File: src/rtl/bfd_pkg.sv
`default_nettype none
// ----------------------------------------------------------------------------
// bfd_pkg
// Shared widths, framing bytes and receiver state codes of the byte frame
// deframer.
// ----------------------------------------------------------------------------
package bfd_pkg;

	localparam int BYTE_W = 8;
	localparam int LEN_W  = 7;
	localparam int IDX_W  = 6;
	localparam int ST_W   = 3;

	typedef logic [BYTE_W-1:0] byte_t;
	typedef logic [LEN_W-1:0]  len_t;
	typedef logic [IDX_W-1:0]  idx_t;
	typedef logic [ST_W-1:0]   rx_state_t;

	localparam byte_t HEADER_BYTE  = 8'hFE;
	localparam byte_t TRAILER_BYTE = 8'hFF;
	localparam len_t  LEN_RESET    = 7'd5;

	localparam rx_state_t ST_INIT = 3'd0;
	localparam rx_state_t ST_HDR1 = 3'd1;
	localparam rx_state_t ST_HDR2 = 3'd2;
	localparam rx_state_t ST_DATA = 3'd3;
	localparam rx_state_t ST_END1 = 3'd4;
	localparam rx_state_t ST_END2 = 3'd5;

endpackage
`default_nettype wire

File: src/rtl/byte_frame_deframer_top.sv
`default_nettype none
// ----------------------------------------------------------------------------
// byte_frame_deframer_top
// Header/trailer byte frame deframer with payload store and readout.
// ----------------------------------------------------------------------------
// An ordinary received byte gives one result word through the output register;
// a new byte is taken whenever that register is empty or being drained and no
// readout is running. A byte that completes a frame (FE FE, payload, FF FF)
// starts a readout of the n stored payload bytes from the store, whose read
// data is registered: each entry passes a read state and then a load state,
// and input is held until the readout ends. The store has no reset and needs
// no clearing pass; only entries written by the current frame are read out,
// and no write can occur during a readout.
// ----------------------------------------------------------------------------
module byte_frame_deframer_top #(
	parameter int PAYLOAD_MAX = 64
) (
	input  wire                  clk,
	input  wire                  arst_n,
	input  wire                  cfg_we,
	input  bfd_pkg::len_t        cfg_wdata,
	input  wire                  in_valid,
	output logic                 in_ready,
	input  bfd_pkg::byte_t       rx_byte,
	output logic                 out_valid,
	input  wire                  out_ready,
	output bfd_pkg::byte_t       echo_byte,
	output logic                 frame_done,
	output bfd_pkg::idx_t        payload_index,
	output bfd_pkg::byte_t       payload_byte,
	output logic                 last,
	output logic                 complete_flag,
	output bfd_pkg::rx_state_t   state_code
);

	localparam int AW = (PAYLOAD_MAX > 1) ? $clog2(PAYLOAD_MAX) : 1;
	localparam bfd_pkg::len_t PMAX = bfd_pkg::len_t'(PAYLOAD_MAX);

	typedef enum logic [1:0] {
		RD_IDLE,
		RD_READ,
		RD_LOAD
	} rd_state_t;

	rd_state_t            rd_state_q;
	logic [AW-1:0]        rd_idx_q;
	logic [AW-1:0]        rd_last_q;
	bfd_pkg::byte_t       hold_byte_q;

	bfd_pkg::len_t        cfg_len_q;
	bfd_pkg::rx_state_t   rx_state_q;
	bfd_pkg::len_t        byte_index_q;
	logic                 done_q;

	logic                 out_valid_q;
	bfd_pkg::byte_t       echo_byte_q;
	logic                 frame_done_q;
	bfd_pkg::idx_t        payload_index_q;
	bfd_pkg::byte_t       payload_byte_q;
	logic                 last_q;
	logic                 complete_q;
	bfd_pkg::rx_state_t   state_code_q;

	logic                 out_free;
	logic                 accept;
	logic                 out_load;
	bfd_pkg::len_t        eff_len;
	bfd_pkg::rx_state_t   st_n;
	bfd_pkg::len_t        idx_n;
	logic                 done_n;
	logic                 completed;
	logic                 st_we;
	logic                 st_re;
	bfd_pkg::byte_t       st_rdata;
	bfd_pkg::len_t        run_len;
	bfd_pkg::len_t        run_last;

	assign out_free = !out_valid_q || out_ready;
	assign in_ready = (rd_state_q == RD_IDLE) && out_free;
	assign accept   = in_valid && in_ready;
	assign out_load = (accept && !completed) || ((rd_state_q == RD_LOAD) && out_free);

	always_comb begin
		if (cfg_len_q == '0) begin
			eff_len = 7'd1;
		end else if (cfg_len_q > PMAX) begin
			eff_len = PMAX;
		end else begin
			eff_len = cfg_len_q;
		end
	end

	always_comb begin
		st_n      = rx_state_q;
		idx_n     = byte_index_q;
		done_n    = done_q;
		completed = 1'b0;
		st_we     = 1'b0;
		unique case (rx_state_q) inside
			bfd_pkg::ST_INIT, bfd_pkg::ST_HDR1: begin
				if (rx_byte == bfd_pkg::HEADER_BYTE) begin
					idx_n = '0;
					st_n  = bfd_pkg::ST_HDR2;
				end
			end
			bfd_pkg::ST_HDR2: begin
				st_n = (rx_byte == bfd_pkg::HEADER_BYTE) ? bfd_pkg::ST_DATA
				                                         : bfd_pkg::ST_HDR1;
			end
			bfd_pkg::ST_DATA: begin
				if (byte_index_q < PMAX) begin
					st_we = 1'b1;
					idx_n = byte_index_q + 7'd1;
				end
				if (idx_n >= eff_len) begin
					st_n = bfd_pkg::ST_END1;
				end
			end
			bfd_pkg::ST_END1: begin
				st_n = (rx_byte == bfd_pkg::TRAILER_BYTE) ? bfd_pkg::ST_END2
				                                          : bfd_pkg::ST_HDR1;
			end
			bfd_pkg::ST_END2: begin
				if (rx_byte == bfd_pkg::TRAILER_BYTE) begin
					done_n    = 1'b1;
					st_n      = bfd_pkg::ST_INIT;
					completed = 1'b1;
				end else begin
					st_n = bfd_pkg::ST_HDR1;
				end
			end
			default: begin
				st_n = bfd_pkg::ST_INIT;
			end
		endcase
	end

	always_comb begin
		if (byte_index_q == '0) begin
			run_len = 7'd1;
		end else if (byte_index_q > PMAX) begin
			run_len = PMAX;
		end else begin
			run_len = byte_index_q;
		end
		run_last = run_len - 7'd1;
	end

	assign st_re = (rd_state_q == RD_READ);

	bfd_store #(
		.DEPTH (PAYLOAD_MAX),
		.AW    (AW)
	) u_store (
		.clk   (clk),
		.we    (accept && st_we),
		.waddr (byte_index_q[AW-1:0]),
		.wdata (rx_byte),
		.re    (st_re),
		.raddr (rd_idx_q),
		.rdata (st_rdata)
	);

	always_ff @(posedge clk or negedge arst_n) begin
		if (!arst_n) begin
			cfg_len_q       <= bfd_pkg::LEN_RESET;
			rx_state_q      <= bfd_pkg::ST_INIT;
			byte_index_q    <= '0;
			done_q          <= 1'b0;
			rd_state_q      <= RD_IDLE;
			rd_idx_q        <= '0;
			rd_last_q       <= '0;
			hold_byte_q     <= '0;
			out_valid_q     <= 1'b0;
			echo_byte_q     <= '0;
			frame_done_q    <= 1'b0;
			payload_index_q <= '0;
			payload_byte_q  <= '0;
			last_q          <= 1'b0;
			complete_q      <= 1'b0;
			state_code_q    <= bfd_pkg::ST_INIT;
		end else begin
			if (cfg_we) begin
				cfg_len_q <= cfg_wdata;
			end

			if (out_load) begin
				out_valid_q <= 1'b1;
			end else if (out_ready) begin
				out_valid_q <= 1'b0;
			end

			if (accept) begin
				rx_state_q   <= st_n;
				byte_index_q <= idx_n;
				done_q       <= done_n;
				if (completed) begin
					rd_state_q  <= RD_READ;
					rd_idx_q    <= '0;
					rd_last_q   <= run_last[AW-1:0];
					hold_byte_q <= rx_byte;
				end else begin
					echo_byte_q     <= rx_byte;
					frame_done_q    <= 1'b0;
					payload_index_q <= '0;
					payload_byte_q  <= '0;
					last_q          <= 1'b1;
					complete_q      <= done_n;
					state_code_q    <= st_n;
				end
			end

			unique case (rd_state_q)
				RD_IDLE: begin
				end
				RD_READ: begin
					rd_state_q <= RD_LOAD;
				end
				RD_LOAD: begin
					if (out_free) begin
						echo_byte_q     <= hold_byte_q;
						frame_done_q    <= 1'b1;
						payload_index_q <= bfd_pkg::idx_t'(rd_idx_q);
						payload_byte_q  <= st_rdata;
						last_q          <= (rd_idx_q == rd_last_q);
						complete_q      <= done_q;
						state_code_q    <= rx_state_q;
						if (rd_idx_q == rd_last_q) begin
							rd_state_q <= RD_IDLE;
						end else begin
							rd_idx_q   <= rd_idx_q + 1'b1;
							rd_state_q <= RD_READ;
						end
					end
				end
				default: begin
					rd_state_q <= RD_IDLE;
				end
			endcase
		end
	end

	assign out_valid     = out_valid_q;
	assign echo_byte     = echo_byte_q;
	assign frame_done    = frame_done_q;
	assign payload_index = payload_index_q;
	assign payload_byte  = payload_byte_q;
	assign last          = last_q;
	assign complete_flag = complete_q;
	assign state_code    = state_code_q;

endmodule
`default_nettype wire

File: src/rtl/bfd_store.sv
`default_nettype none
// ----------------------------------------------------------------------------
// bfd_store
// Payload store: one write port, one read port, read data registered.
// ----------------------------------------------------------------------------
module bfd_store #(
	parameter int DEPTH = 64,
	parameter int AW    = 6
) (
	input  wire                 clk,
	input  wire                 we,
	input  wire  [AW-1:0]       waddr,
	input  bfd_pkg::byte_t      wdata,
	input  wire                 re,
	input  wire  [AW-1:0]       raddr,
	output bfd_pkg::byte_t      rdata
);

	bfd_pkg::byte_t mem [DEPTH];
	bfd_pkg::byte_t rdata_q;

	always_ff @(posedge clk) begin
		if (we) begin
			mem[waddr] <= wdata;
		end
		if (re) begin
			rdata_q <= mem[raddr];
		end
	end

	assign rdata = rdata_q;

endmodule
`default_nettype wire
File: config.mk
export PLATFORM = sky130hd
export DESIGN_NAME = byte_frame_deframer_top
export DESIGN_NICKNAME = d
export VERILOG_FILES = /design/src/rtl/bfd_pkg.sv /design/src/rtl/byte_frame_deframer_top.sv /design/src/rtl/bfd_store.sv
export SDC_FILE = /design/constraint.sdc
export NUM_CORES = 1
export LEC_CHECK = 0
export ABC_AREA = 1
export BUFFER_PORTS_ARGS = -buffer_cell sky130_fd_sc_hd__buf_2
export CAP_MARGIN = 20
export CORE_AREA = 2 2 226 228
export DETAILED_ROUTE_END_ITERATION = 10
export DIE_AREA = 0 0 228 230
export HOLD_SLACK_MARGIN = 0.06
export PLACE_DENSITY = 0.65
export SLEW_MARGIN = 20
export SYNTH_ARGS = -nofsm -noshare
export SYNTH_HDL_FRONTEND = slang
export SYNTH_SLANG_ARGS = --single-unit
File: constraint.sdc
create_clock -name clk -period 2.4 [get_ports clk]
set_input_delay 0.12 -clock clk [delete_from_list [all_inputs] [get_ports clk]]
set_output_delay 0.12 -clock clk [all_outputs]
set_load 0.01 [all_outputs]
==> flow_metrics.env <==
export IMPL_nets=2376
export IMPL_drtPass1Iterations=5
export IMPL_synth_top_cell_by_area="edfxtp_1"
export IMPL_yosys_top_cells_area="edfxtp_1 (63%), nand2_1 (11%), nand3_1 (9.0%), dfrtp_1 (6.8%), nor2_1 (1.9%)"
export IMPL_required_ns=2.91
export IMPL_grt_pass1_wl_microns=97200
export IMPL_hold_ws_ns=0.126
export IMPL_post_cts_repair_setup_buffers=0
export IMPL_fin_crit_ns=2.20
export IMPL_area_delta_synth_final_pct=14.9
export IMPL_hold_path_class="in -> reg"
export IMPL_async_reset_ff_share_pct=11.7
export IMPL_coreArea_sq_um=49900
export IMPL_drt_iter0_drc=1688
export IMPL_cts_made_buffers=58
export IMPL_r2r_setup_slack_ns=0.20
export IMPL_maxSlewHeadroom_pct=36.4
export IMPL_root_buffer="clkbuf_16"
export IMPL_cts_tree="done"
export IMPL_ys_ff_latch=589
export IMPL_tns_ns=0
export IMPL_hold_viol_final=0
export IMPL_finalMaxSlewViolations=0
export IMPL_synth_seq_area_share_pct=70.2
export IMPL_cp_max_fo=6
export IMPL_ir_worst_vdd_mv=1.00
export IMPL_post_place_cells=2934
export IMPL_grt_pass1_vias=16632
export IMPL_path_class="reg -> reg"
export IMPL_netlist_area_sq_um=24700
export IMPL_grt_ovfl_total=0
export IMPL_final_cell_mix="nand2_1 (703), edfxtp_1 (520), nand3_1 (444), nor2_1 (126), buf_4 (125)"
export IMPL_io_buffers=49
export IMPL_clock_skew_ns=0.0257
export IMPL_start_util_pct=49.5
export IMPL_gp_congestion=0.905
export IMPL_setup_viol=0
export IMPL_fill_cells=4229
export IMPL_dp_hpwl_microns=39100
export IMPL_clockBufferDepth=3
export IMPL_drive_above_1_share_pct=13.6
export IMPL_clk_latency_ns=0.62
export IMPL_multi_input_area_sq_um=6450
export IMPL_synth_nets=2231
export IMPL_crit_arrival_ns=2.71
export IMPL_drc=0
export IMPL_antenna_found_initial=0
export IMPL_postRouteAntennaNets=0
export IMPL_status="completed"
export IMPL_regArea_sq_um=17400
export IMPL_track_usage_pct=24.3
export IMPL_grt_max_degree=103
export IMPL_cts_sinks=589
export IMPL_final_cells=3062
export IMPL_power_density_nw_per_um2=1080
export IMPL_wire_per_inst_microns=20.7
export IMPL_vias=16900
export IMPL_synth_top_cell_area_share_pct=63.2
export IMPL_wl_microns=63400
export IMPL_timing_final_crit_share_pct=91.9
export IMPL_fp_dieH_microns=230
export IMPL_dieArea_sq_um=52400
export IMPL_yosysUniqueCellTypes=44
export IMPL_syn_inst=2200
export IMPL_num_io_pins=50
export IMPL_maxCapViolations=0
export IMPL_num_antenna_cells=0
export IMPL_clk_pin_slew_ns=0.06
export IMPL_h_tree_depth=2
export IMPL_vias_per_cell=5.52
export IMPL_max_freq_ghz=0.454
export IMPL_cp_end_kind="flop"
export IMPL_tightest_slew_ns=0.955
export IMPL_avgSynthCellArea_sq_um=11.2
export IMPL_synthFlopType="edfxtp_1"
export IMPL_rsz0062_at_grt="no"
export IMPL_final_common_cell="nand2_1"
export IMPL_synth_edf_count=520
export IMPL_critical_path_startpoint_type="flop"
export IMPL_synth_warnings=0
export IMPL_leakagePower_nw=10.9
export IMPL_fp_dieW_microns=228
export IMPL_rows=82
==> cell usage after synthesis (22+ instances only) <==
cell type / count
buf_4: 31
o21ai_0: 41
clkbuf_1: 22
nand2_1: 704
edfxtp_1: 520
buf_2: 58
inv_1: 54
dfrtp_1: 67
nand3_1: 444
nor2_1: 126
==> per-stage QoR <==
stage          power [mW]  utilization, %  area [sq um]  setup slack, ns
3_3_place_gp         21.9            52.8         26300            0.148
4_1_cts              30.9            56.9         28400            0.106
2_1_floorplan        18.6               -         24700            0.303
3_5_place_dp         22.0            52.8         26300            0.123
6_report             30.8            56.9         28400            0.195
5_1_grt              32.3            56.9         28400          0.00829
==> registers in the layout, summed over array words and instances (netlist names) <==
name	cells
rd_idx_q	6
u_store.rdata	8
last	1
echo_byte	8
rx_state_q	3
out_valid	1
rd_state_q	2
payload_index	6
cfg_len_q	7
rd_last_q	6
complete_flag	1
u_store.mem	512
state_code	3
hold_byte_q	8
byte_index_q	7
payload_byte	8
done_q	1
frame_done	1
==> worst paths after layout <==
| kind | endpoint | cells after the start | startpoint |
|---|---|---|---|
| setup / recovery | rx_state_q[1]$_DFFE_PN0P_ | 12 | cfg_len_q[3]$_DFFE_PN0P_ |
| hold / removal | rd_last_q[3]$_DFFE_PN0P_ | 7 | rx_byte[1] |
| setup reg to reg | rx_state_q[1]$_DFFE_PN0P_ | 12 | cfg_len_q[3]$_DFFE_PN0P_ |
| hold reg to reg | hold_byte_q[0]$_DFFE_PN0P_ | 1 | hold_byte_q[0]$_DFFE_PN0P_ |
| max in group asynchronous | payload_byte[0]$_DFF_PN0_ | 4 | arst_n |
| min in group asynchronous | frame_done$_DFF_PN0_ | 4 | arst_n |
==> report_power, final <==
part	switching [mW]	internal (mW)	total [mW]	leakage, nW
Sequential	0.302	11.5	11.8	5.55
Combinational	7.03	3.09	10.1	4.41
Clock	3.73	5.11	8.83	0.897
==> cells by family after synthesis <==
family                     count (synthesis)  synth area share, %
AOI/OAI and AO/OA                         89                 2.18
xor gates and xnor gates                   8                0.284
adders and majority gates                 11                0.557
buffers and inverters                    189                 3.74
DFF                                      589                 70.2
muxes                                      4                0.182
and+or+nand+nor                         1310                 22.8
==> critical path, cell delays in order (launching register included) <==
cell and delay, ns:
dfrtp_1 0.40, nor4_2 0.27, nand3_1 0.15, nand2_2 0.14
nand2_1 0.07, ha_1 0.33, nand3_1 0.10, nand2_1 0.06
o21ai_1 0.19, nand3_1 0.17, nand2_1 0.09, nand2_1 0.05
o21ai_0 0.09
==> what timing repair did <==
item,in CTS,in global routing
hold buffers,23,0
endpoints found under the hold margin,73,0
gates resized for setup,0,10
endpoints found under the setup margin,0,6
==> layout make-up <==
class                      count  share of cell area, %
timing repair buffer         209                   5.81
clock inverter                29                  0.934
multi-input combinational   1422                   22.7
clock buffer                  76                   5.53
sequential                   589                   61.1
tap                          672                   2.96
inverter                      65                  0.912
==> per-layer routing <==
layer,global-route usage [%],part of all wire [%],vias up
met4,9.01,3.4,0
met1,32.9,42,8218
met2,38.9,47,621
li1,-,-,7927
met5,0,0,-
met3,5.07,7.9,134
Note: power is estimated with default switching activity, not from simulation.
